===== config.mk =====
export PLATFORM = sky130hd
export DESIGN_NAME = huffman_tree_builder_unit
export DESIGN_NICKNAME = d
export VERILOG_FILES = /design/src/sv/htb_pkg.sv /design/src/sv/huffman_tree_builder_unit.sv
export SDC_FILE = /design/constraint.sdc
export NUM_CORES = 1
export LEC_CHECK = 0
export BUFFER_PORTS_ARGS = -buffer_cell sky130_fd_sc_hd__buf_2
export CAP_MARGIN = 15
export CORE_MARGIN = 10
export CORE_UTILIZATION = 60
export CTS_CLUSTER_DIAMETER = 150
export DETAILED_ROUTE_END_ITERATION = 12
export PLACE_DENSITY_LB_ADDON = 0.08
export RECOVER_POWER = 50
export REMOVE_ABC_BUFFERS = 1
export SYNTH_ARGS = -nofsm -noshare
export SYNTH_HDL_FRONTEND = slang
export SYNTH_SLANG_ARGS = --single-unit

===== constraint.sdc =====
create_clock -name clock -period 7.6 [get_ports clock]
set_clock_uncertainty 0.2 [all_clocks]
set_input_delay 1.9 -clock clock [delete_from_list [all_inputs] [get_ports clock]]
set_output_delay 1.9 -clock clock [all_outputs]
set_load 0.01 [all_outputs]

===== src/sv/htb_pkg.sv =====
`timescale 1ns / 1ps
// Shared types and constants for the Huffman tree builder.
// Depends on nothing; used by huffman_tree_builder_unit.
package htb_pkg;

   // Default leaf capacity of one build
   localparam int MAX_LEAVES_DEF = 16;

   // Field widths fixed by the request and response formats
   localparam int LEAF_W   = 16;
   localparam int WEIGHT_W = 20;
   localparam int INDEX_W  = 5;

   // Largest parent weight; sums saturate here
   localparam logic [WEIGHT_W-1:0] WEIGHT_SAT = {WEIGHT_W{1'b1}};

   // One leaf request
   typedef struct packed {
      logic [LEAF_W-1:0] leaf_weight;
      logic              last_leaf;
   } req_type;

   // One merge record
   typedef struct packed {
      logic [INDEX_W-1:0]  node_index;
      logic [INDEX_W-1:0]  left_child;
      logic [INDEX_W-1:0]  right_child;
      logic [WEIGHT_W-1:0] sum_weight;
      logic                final_merge;
      logic                no_merge;
      logic                leaves_dropped;
   } rsp_type;

   // Controller states, one-hot
   typedef enum logic [2:0] {
      ST_IDLE  = 3'b001,
      ST_SCAN  = 3'b010,
      ST_MERGE = 3'b100
   } state_type;

endpackage


===== src/sv/huffman_tree_builder_unit.sv =====
`timescale 1ns / 1ps
// Huffman tree builder: leaf loading, scan-and-merge sequencer, node weight memory.
// Depends on htb_pkg for the request/response types, widths and states.
//
// Usage:
//   A leaf request is taken on a rising edge with start high and busy low.
//   Leaves go into the node memory one per cycle while busy is low. A
//   request with last_leaf set closes the set and starts the build; busy
//   stays high until the build is done. Leaves beyond MAX_LEAVES are
//   dropped, and every record of that build carries leaves_dropped.
//   Each parent node gives one record on rsp_data, shown for exactly one
//   cycle with rsp_strobe high; the receiver cannot hold it off. The last
//   record of a build has final_merge set. A build of one leaf gives a
//   single record with no_merge set, in the cycle after the request, and
//   never raises busy.
//   Build: a build over n leaves runs rounds k = n .. 2n-2; round k scans
//   nodes 0..k-1 through the single read port of the node memory (one
//   node a cycle, then a step to fold the last read and one to close the
//   scan) and then merges. Record k is registered in the merge state and
//   leaves in the cycle after it.
//   Reset (synchronous, active high) empties the leaf set and clears all
//   merge flags; the node memory needs no clearing.
module huffman_tree_builder_unit #(
   parameter int MAX_LEAVES = htb_pkg::MAX_LEAVES_DEF
) (
   input  logic             clock,
   input  logic             reset,
   input  logic             start,
   output logic             busy,
   input  htb_pkg::req_type req_data,
   output logic             rsp_strobe,
   output htb_pkg::rsp_type rsp_data
);

   localparam int NODE_DEPTH = 2 * MAX_LEAVES - 1;
   localparam int IW         = $clog2(NODE_DEPTH);
   localparam int CW         = $clog2(MAX_LEAVES + 1);
   localparam int WW         = htb_pkg::WEIGHT_W;

   // Node weight memory: one write port, one registered read port
   logic [WW-1:0] node_mem [NODE_DEPTH];
   logic          wr_en;
   logic [IW-1:0] wr_addr;
   logic [WW-1:0] wr_data;
   logic [WW-1:0] rd_data_ff;

   // Control state
   htb_pkg::state_type state_ff, state_in;
   logic [CW-1:0]         cnt_ff, cnt_in;
   logic                  ovf_ff, ovf_in;
   logic [IW-1:0]         k_ff, k_in;
   logic [IW-1:0]         last_k_ff, last_k_in;
   logic [IW-1:0]         idx_ff, idx_in;
   logic                  pend_ff, pend_in;
   logic [IW-1:0]         pend_idx_ff, pend_idx_in;
   logic                  pend_merged_ff, pend_merged_in;
   logic [NODE_DEPTH-1:0] merged_ff, merged_in;

   // Running picks of the scan
   logic          have1_ff, have1_in;
   logic          have2_ff, have2_in;
   logic [IW-1:0] a_ff, a_in;
   logic [IW-1:0] b_ff, b_in;
   logic [WW-1:0] w1_ff, w1_in;
   logic [WW-1:0] w2_ff, w2_in;

   // Response register
   logic             rsp_valid_ff, rsp_valid_in;
   htb_pkg::rsp_type rsp_data_ff, rsp_data_in;

   logic          accept;
   logic          store;
   logic [CW-1:0] n_new;
   logic          issue;
   logic [WW:0]   sum_raw;
   logic [WW-1:0] sum_sat;

   assign busy       = (state_ff != htb_pkg::ST_IDLE);
   assign rsp_strobe = rsp_valid_ff;
   assign rsp_data   = rsp_data_ff;

   assign accept  = start && !busy;
   assign store   = accept && (cnt_ff < CW'(MAX_LEAVES));
   assign n_new   = store ? cnt_ff + CW'(1) : cnt_ff;
   assign issue   = (idx_ff < k_ff);
   assign sum_raw = {1'b0, w1_ff} + {1'b0, w2_ff};
   assign sum_sat = sum_raw[WW] ? htb_pkg::WEIGHT_SAT : sum_raw[WW-1:0];

   // Select the memory write: leaf store while idle, parent weight on merge
   always_comb begin
      wr_en   = 1'b0;
      wr_addr = IW'(cnt_ff);
      wr_data = {{(WW - htb_pkg::LEAF_W){1'b0}}, req_data.leaf_weight};
      if (state_ff == htb_pkg::ST_IDLE) begin
         wr_en = store;
      end else if (state_ff == htb_pkg::ST_MERGE) begin
         wr_en   = 1'b1;
         wr_addr = k_ff;
         wr_data = sum_sat;
      end
   end

   // Node memory: write, and read the scan address
   always_ff @(posedge clock) begin
      if (wr_en) begin
         node_mem[wr_addr] <= wr_data;
      end
      rd_data_ff <= node_mem[idx_ff];
   end

   // Sequencer next state
   always_comb begin
      state_in       = state_ff;
      cnt_in         = cnt_ff;
      ovf_in         = ovf_ff;
      k_in           = k_ff;
      last_k_in      = last_k_ff;
      idx_in         = idx_ff;
      pend_in        = 1'b0;
      pend_idx_in    = idx_ff;
      pend_merged_in = merged_ff[idx_ff];
      merged_in      = merged_ff;
      have1_in       = have1_ff;
      have2_in       = have2_ff;
      a_in           = a_ff;
      b_in           = b_ff;
      w1_in          = w1_ff;
      w2_in          = w2_ff;
      rsp_valid_in   = 1'b0;
      rsp_data_in    = rsp_data_ff;

      case (state_ff)
         htb_pkg::ST_IDLE: begin
            if (accept) begin
               cnt_in = n_new;
               ovf_in = ovf_ff | !store;
               if (req_data.last_leaf) begin
                  if (n_new <= CW'(1)) begin
                     // Single leaf: report it directly and drop the set
                     rsp_valid_in                = 1'b1;
                     rsp_data_in.node_index      = '0;
                     rsp_data_in.left_child      = '0;
                     rsp_data_in.right_child     = '0;
                     rsp_data_in.sum_weight      = wr_data;
                     rsp_data_in.final_merge     = 1'b1;
                     rsp_data_in.no_merge        = 1'b1;
                     rsp_data_in.leaves_dropped  = ovf_ff;
                     cnt_in                      = '0;
                     ovf_in                      = 1'b0;
                  end else begin
                     // Start the build with the first parent at index n
                     k_in      = IW'(n_new);
                     last_k_in = IW'({n_new, 1'b0} - (CW + 1)'(2));
                     idx_in    = '0;
                     have1_in  = 1'b0;
                     have2_in  = 1'b0;
                     state_in  = htb_pkg::ST_SCAN;
                  end
               end
            end
         end

         htb_pkg::ST_SCAN: begin
            // Issue reads over nodes 0..k-1
            if (issue) begin
               idx_in  = idx_ff + IW'(1);
               pend_in = 1'b1;
            end else if (!pend_ff) begin
               state_in = htb_pkg::ST_MERGE;
            end
            // Fold returned node into the two lightest, lowest index on ties
            if (pend_ff && !pend_merged_ff) begin
               if (!have1_ff) begin
                  have1_in = 1'b1;
                  a_in     = pend_idx_ff;
                  w1_in    = rd_data_ff;
               end else if (rd_data_ff < w1_ff) begin
                  have2_in = 1'b1;
                  b_in     = a_ff;
                  w2_in    = w1_ff;
                  a_in     = pend_idx_ff;
                  w1_in    = rd_data_ff;
               end else if (!have2_ff || rd_data_ff < w2_ff) begin
                  have2_in = 1'b1;
                  b_in     = pend_idx_ff;
                  w2_in    = rd_data_ff;
               end
            end
         end

         htb_pkg::ST_MERGE: begin
            // Emit the record, mark both children, append the parent
            rsp_valid_in               = 1'b1;
            rsp_data_in.node_index     = htb_pkg::INDEX_W'(k_ff);
            rsp_data_in.left_child     = htb_pkg::INDEX_W'(a_ff);
            rsp_data_in.right_child    = htb_pkg::INDEX_W'(b_ff);
            rsp_data_in.sum_weight     = sum_sat;
            rsp_data_in.final_merge    = (k_ff == last_k_ff);
            rsp_data_in.no_merge       = 1'b0;
            rsp_data_in.leaves_dropped = ovf_ff;
            merged_in[a_ff]            = 1'b1;
            merged_in[b_ff]            = 1'b1;
            if (k_ff == last_k_ff) begin
               merged_in = '0;
               cnt_in    = '0;
               ovf_in    = 1'b0;
               state_in  = htb_pkg::ST_IDLE;
            end else begin
               k_in     = k_ff + IW'(1);
               idx_in   = '0;
               have1_in = 1'b0;
               have2_in = 1'b0;
               state_in = htb_pkg::ST_SCAN;
            end
         end

         default: begin
            state_in = htb_pkg::ST_IDLE;
         end
      endcase
   end

   // Control registers
   always_ff @(posedge clock) begin
      if (reset) begin
         state_ff     <= htb_pkg::ST_IDLE;
         cnt_ff       <= '0;
         ovf_ff       <= 1'b0;
         pend_ff      <= 1'b0;
         merged_ff    <= '0;
         have1_ff     <= 1'b0;
         have2_ff     <= 1'b0;
         rsp_valid_ff <= 1'b0;
      end else begin
         state_ff     <= state_in;
         cnt_ff       <= cnt_in;
         ovf_ff       <= ovf_in;
         pend_ff      <= pend_in;
         merged_ff    <= merged_in;
         have1_ff     <= have1_in;
         have2_ff     <= have2_in;
         rsp_valid_ff <= rsp_valid_in;
      end
   end

   // Payload registers
   always_ff @(posedge clock) begin
      k_ff           <= k_in;
      last_k_ff      <= last_k_in;
      idx_ff         <= idx_in;
      pend_idx_ff    <= pend_idx_in;
      pend_merged_ff <= pend_merged_in;
      a_ff           <= a_in;
      b_ff           <= b_in;
      w1_ff          <= w1_in;
      w2_ff          <= w2_in;
      rsp_data_ff    <= rsp_data_in;
   end

   // A build ends only together with its root record
   assert property (@(posedge clock) disable iff (reset)
      $fell(busy) |-> rsp_strobe && rsp_data.final_merge)
      else $error("build ended without a final record");

   // Both picks exist, differ and are still unmerged at merge time
   assert property (@(posedge clock) disable iff (reset)
      (state_ff == htb_pkg::ST_MERGE) |->
         have1_ff && have2_ff && (a_ff != b_ff) && !merged_ff[a_ff] && !merged_ff[b_ff])
      else $error("bad child picks at merge");

   // A no-merge record is always the final one
   assert property (@(posedge clock) disable iff (reset)
      rsp_strobe && rsp_data.no_merge |-> rsp_data.final_merge && !busy)
      else $error("no-merge record not final");

   // Merge flags are all clear between builds
   assert property (@(posedge clock) disable iff (reset)
      !busy |-> (merged_ff == '0))
      else $error("merge flags left set while idle");

endmodule


==> results.md, run 1 <==
* Post-CTS Setup Bufs at 0
* Post-synth top flop: edfxtp_1
* Commonest non-fill, non-tap cell in the layout: edfxtp_1
* Post-synth EDFFs at 722
* Skew-Pair Late Insertion Delay at 0.64 ns
* DR WL/cell at 29.3 µm
* Switching part of the total at 26.1%
* Capture point of the critical path: node_mem[9][12]
* CP startpoint kind: flop
* Post-route DRC at 0
* First-pass GRT wire length at 115000 µm
* Post-CTS sizing at 0
* Worst Hold Class: reg2reg
* Sequential power share at 47.9%
* Number of global-route vias before repair at 17165
* Failing checks: max-capacitance violations, max-slew violations
* PnR Total Power at 10500 µW
* CP max stage delay at 1.56 ns
* Pwr dens at 289 mW/mm²
* Largest area contributor in the netlist: edfxtp_1
* Power Internal at 7780 µW
* Synth area leaders: edfxtp_1 (66%), mux4_2 (13%), dfxtp_1 (4.3%), ha_1 (2.5%), nor2_1 (1.4%)
* Total grt overflow at 0
* Hold violation count in the final report at 0
* Max Buffers Root-to-Sink at 3
* Final setup margin at 1.80 ns
* DR pass1 iterations at 5
* Clock sinks at 792
* Die area at 0.0644 mm²
* CTS buffer count at 80
* RSZ-0062 raised after global routing: false
* R2r startpoint: state_ff[1]
* Initial drt markers at 1755
* # IOs at 60
* CP Max Fanout at 39
* Leakage power at 0.0116 µW
* Synth warn at 0
* Clock root buffer: clkbuf_16
* Worst rel slew slack at -166%
* Logic gate share of total power at 16.8%
* # diodes at 0
* Initial Utilization at 60.8%
* GP Congestion at 0.865
* Max Fclk at 0.172 GHz
* Worst-path clk slew at 0.06 ns
* Net Switching at 2740 µW
* CP Depth at 8
* Final core occ at 67.5%
* Share of cells above drive strength 1 at 20.1%
* Slowest CP cell: and2_0
* Max Cap Violations at 18
* Antenna Violating Nets Remaining at 0
* Placed cell count at 2525
* FP Rows at 85
* Distinct cells, synth at 63
* Core Box Area at 0.0539 mm²
* Die Width at 254 µm
* Status: finished, violations left
* Via density at 6.47
* Initial antenna violation count at 4
* Worst-Margin Slew at 3.99 ns
* Area Overhead vs Synth at 11.0%
* Min-delay src: pend_idx_ff[3]
* Pin count of the biggest net entering global routing at 112
* Slew Viols, Final at 615
* Final worst path period share at 76.3%
* Clock power frac at 35.3%
* Reg2reg end: node_mem[9][12]
* Crit path kind: reg2reg
* R2r setup slk at 1.80 ns
* IO Port Bufs at 59
* Buf/Inv on CP at 3
* Share of flip-flops with an asynchronous set or reset at 0%
* Layout Nets at 2008
* Pre-CTS WS at 2.29 ns
* Post-Synthesis Cells at 1842
* Crit path launch: state_ff[1]
* Setup-failing EPs final at 0
* Via count at 17339
* Synth Register Bits at 792
* Minimum clock period at 5.80 ns
* Cell Chain, Critical Path: nor2_1 > and2_0 > inv_1 > buf_4 > a21oi_1 > nand2_1 > nor2_1 > clkbuf_1
* Most frequent cells in the layout: edfxtp_1 (722), mux4_2 (189), nor2_1 (96), a21oi_1 (83), clkbuf_16 (82)
* Worst EP arrival at 5.84 ns
* CP required at 7.64 ns
* DRT Wirelength at 78600 µm
* Yosys top cell area share at 66.2%
* Htree depth at 3
* CP dominant cell by count: nor2_1
* Worst Reg2Reg Path Length in Cells at 8
* Post-Syn Area per Cell at 17.8 µm²
* GRT Util Overall at 24.8%
* Top cell family by delay on the critical path: simple AND/OR/NAND/NOR gates
* CTS tree: built
* VDD IR max at 0.230 mV
* Proportion of synthesized chip area in sequential cells at 70.4%
* Synthesized area at 0.0328 mm²
* Dpl hpwl at 49200 µm
* Final cell count without fillers at 2681
* Die height at 254 µm
* Hold-fix buffer count after cts at 0
* Setup crit end kind: flop
## kinds of logic (layout without fill, tap and decap cells)
kind of cell / count (synthesis) / after routing / synth area share, %
compound gates: 251 / 251 / 4.66
xor+xnor: 33 / 33 / 0.882
mux: 259 / 259 / 15.3
simple gates: 289 / 289 / 4.16
fa+ha+maj: 67 / 67 / 2.58
buf+inv: 151 / 294 / 1.97
flops: 792 / 792 / 70.4
## layer usage
metal | global-route usage (%) | vias to the layer above | share of wire (%)
met5 | 0 | - | 0.017
met1 | 32.5 | 8879 | 39
met2 | 41.3 | 773 | 50
met3 | 4.56 | 134 | 7.5
met4 | 8.81 | 2 | 3.4
li1 | - | 7551 | -
## power by group through the flow
stage	Combinational [µW]	Sequential (µW)	Clock (µW)
4_1_cts	1770	5040	3760
2_1_floorplan	1120	5310	0
6_report	1770	5040	3720
5_1_grt	1880	5060	3940
3_5_place_dp	1760	5130	0
3_3_place_gp	1740	5120	0
## flip-flops by register name, summed over array words and instances, names as in the netlist, 20 cells and up
register    count
node_mem      620
rsp_data       38
merged_ff      31
rd_data_ff     20
w1_ff          20
w2_ff          20
## final cells by class
class | count | area (µm²)
multi-input combinational | 899 | 9250
clock inverter | 46 | 315
sequential | 792 | 23100
inverter | 53 | 199
clock buffer | 100 | 2160
tap | 696 | 871
timing repair buffer | 95 | 500
fill | 3601 | 17500
## worst min path at each step
| stage | to | slack [ns] | cells past startpoint |
|---|---|---|---|
| floorplan | a_ff[4] | 0.20 | 0 |
| global placement | a_ff[1] | 0.21 | 0 |
| detailed placement | a_ff[3] | 0.21 | 0 |
| CTS | a_ff[3] | 0.23 | 0 |
| global route | a_ff[0] | 0.24 | 0 |
| finish | a_ff[3] | 0.22 | 0 |
## metrics by stage
step           hold WS [ns]  TNS (ns)  cell area (µm²)
6_report              0.222         0            36400
5_1_grt               0.236         0            36400
4_1_cts               0.225         0            36500
3_5_place_dp          0.212         0            34000
3_3_place_gp          0.208         0            34000
2_1_floorplan         0.203    -12.36            32300
## synthesized netlist by cell type (all sizes together), types with 3 or more instances
library cell and number:
a21oi 88, mux4 189, or3 3, and4 3, or3b 4, nand3 22, xor2 16, nor3b 3
buf 49, and2 5, o31ai 5, mux2i 23, clkbuf 49, nor3 10, nor2b 7, a21o 10
edfxtp 722, o22ai 32, inv 53, a32oi 3, ha 66, mux2 47, nand4 6, o21a 4
a211oi 7, dfxtp 70, nand2b 9, o22a 7, xnor2 17, o211ai 8, a31oi 26, o21ai 44
nand2 67, or2 6, and3 12, nor2 119, nand3b 7
No activity file was read; power rests on OpenSTA's default activity.
==> inputs of run 2 (changes only) <==
--- a/config.mk
+++ b/config.mk
@@ -8,7 +8,7 @@
 export BUFFER_PORTS_ARGS = -buffer_cell sky130_fd_sc_hd__buf_2
 export CAP_MARGIN = 15
 export CORE_MARGIN = 10
-export CORE_UTILIZATION = 60
+export CORE_UTILIZATION = 56
 export CTS_CLUSTER_DIAMETER = 150
 export DETAILED_ROUTE_END_ITERATION = 12
 export PLACE_DENSITY_LB_ADDON = 0.08
==> constraint.sdc (replaced) <==
create_clock -name clock -period 4.91 [get_ports clock]
set_clock_uncertainty 0.2 [all_clocks]
set_input_delay 1.2275 -clock clock [delete_from_list [all_inputs] [get_ports clock]]
set_output_delay 1.2275 -clock clock [all_outputs]
set_load 0.01 [all_outputs]
==> run 2 against run 1 <==
  * The flow still finishes with violations (max-capacitance violations, max-slew violations)
  * Register-to-register slack worse by 1.2 ns
  * First-iteration DRC count up 9.1%
  * Sequential share of layout area down 0.86 points
  * Clock power up 63%
  * Largest cell class unchanged
  * Largest power group unchanged
  * Setup slack worse by 1.2 ns
  * Die area up 6.6%
  * Critical endpoint is now node_mem[20][11]
  * Fmax up 35%
  * Power up 56%
  * Design area up 1.4%
  * Final cell count up 4.5%
==> results.md, run 2 (synthesis gave the netlist of run 1 again) <==
* Post-CTS sizing at 0
* Worst-path clk slew at 0.06 ns
* Number of global-route vias before repair at 17544
* CP Max Fanout at 24
* Antenna Violating Nets Remaining at 0
* Clock sinks at 792
* Initial drt markers at 1914
* Placed cell count at 2640
* Slew Viols, Final at 266
* Commonest non-fill, non-tap cell in the layout: edfxtp_1
* FP Rows at 88
* Max Cap Violations at 7
* Worst rel slew slack at -46.1%
* Final instance area at 0.0369 mm²
* Max Fclk at 0.233 GHz
* First-pass GRT wire length at 116000 µm
* Power Internal at 12400 µW
* Via density at 6.32
* CP dominant cell by count: nor2_1
* Max FFs per register at 620
* Cell Chain, Critical Path: nor2_1 > and2_0 > inv_1 > nor2_1 > a21o_1 > nand2_1 > nor2_1 > clkbuf_1
* IO Port Bufs at 59
* Net Switching at 4100 µW
* Pin count of the biggest net entering global routing at 106
* RSZ-0062 raised after global routing: false
* R2r setup slk at 0.62 ns
* Layout Nets at 2058
* Failing checks: max-capacitance violations, max-slew violations
* Via count at 17702
* VDD IR max at 0.337 mV
* Minimum clock period at 4.29 ns
* Worst Hold Class: reg2reg
* CP max stage delay at 1.14 ns
* GP Congestion at 0.827
* # IOs at 60
* Sequential power share at 47.3%
* CP required at 4.92 ns
* Core Box Area at 0.0578 mm²
* Area Overhead vs Synth at 12.5%
* Post-route DRC at 0
* DR WL/cell at 28.1 µm
* Hold violation count in the final report at 0
* Share of cells above drive strength 1 at 21.6%
* Worst-Margin Slew at 2.19 ns
* Pwr dens at 446 mW/mm²
* Total grt overflow at 0
* Setup crit end kind: flop
* Logic gate share of total power at 15.7%
* Die height at 262 µm
* Max Buffers Root-to-Sink at 3
* Leakage power at 0.0119 µW
* FILL cells at 4076
* DRT Wirelength at 78700 µm
* # diodes at 0
* Crit path kind: reg2reg
* Die area at 0.0686 mm²
* CP startpoint kind: flop
* Final cell count without fillers at 2802
* Skew-Pair Late Insertion Delay at 0.63 ns
* GRT Util Overall at 23.4%
* Sum Neg Setup Slack at 0 ns
* Buf/Inv on CP at 2
* Die Width at 262 µm
* Switching part of the total at 24.9%
* Initial Utilization at 56.7%
* Largest register by flop count: node_mem
* Clock root buffer: clkbuf_16
* Most frequent cells in the layout: edfxtp_1 (722), mux4_2 (189), nor2_1 (102), a21oi_1 (83), clkbuf_1 (83)
* Top cell family by delay on the critical path: buffers and inverters
* Status: finished, violations left
* Setup-failing EPs final at 0
* Placed inst area at 0.0344 mm²
* CTS tree: built
* Hold-fix buffer count after cts at 0
* Post-CTS Setup Bufs at 0
* Worst EP arrival at 4.30 ns
* Final worst path period share at 87.3%
* DR pass1 iterations at 6
* Dpl hpwl at 47000 µm
* Htree depth at 3
* Slowest CP cell: clkbuf_1
* CTS buffer count at 81
* Initial antenna violation count at 2
* Hold_ws at 0.233 ns
* Clock power frac at 36.9%
run 2: final cells by class:
| cell class | instances | area, µm² | share of cell area (%) |
|---|---|---|---|
| multi-input cells | 899 | 9140 | 24.8 |
| clock buffers | 102 | 2140 | 5.79 |
| flip-flops and latches | 792 | 23100 | 62.6 |
| repair buffers | 144 | 868 | 2.35 |
| clock inverters | 47 | 494 | 1.34 |
| well taps | 765 | 957 | 2.60 |
| inverters | 53 | 199 | 0.539 |
run 2: final timing paths:
kind,start,to,cells after the start
worst min register to register,pend_idx_ff[3],a_ff[3],0
worst max register to register,state_ff[1],node_mem[20][11],8
worst max-delay path,state_ff[1],node_mem[20][11],8
worst min-delay path,pend_idx_ff[3],a_ff[3],0
run 2: metrics by stage:
step                worst slack [ns]  utilization [%]  total power (µW)
global route                   0.429             63.8             17100
floorplan                      -3.27                -              9940
finish                         0.624             63.8             16500
CTS                            0.824             64.0             16600
global placement               0.990             59.5             10500
detailed placement             0.838             59.5             10600
run 2: worst register-to-register path: stages (launching register included):
cell and delay [ns]:
dfxtp_1 0.36, nor2_1 0.38, and2_0 0.30, inv_1 0.42
nor2_1 0.54, a21o_1 0.20, nand2_1 0.14, nor2_1 0.19
clkbuf_1 1.14
run 2: power by group through the flow:
| stage | Sequential [µW] | Combinational [µW] | Clock (µW) |
|---|---|---|---|
| after floorplan | 8210 | 1730 | 0 |
| after global placement | 7930 | 2600 | 0 |
| after detailed placement | 7930 | 2630 | 0 |
| after CTS | 7790 | 2640 | 6180 |
| after global routing | 7820 | 2810 | 6460 |
| final | 7790 | 2590 | 6080 |
run 2: routing by layer:
metal  track usage (%)  part of all wire [%]
met5                 0                 0.017
met4              6.19                   2.3
met3              4.62                   8.2
met2              36.6                    48
met1              33.5                    42
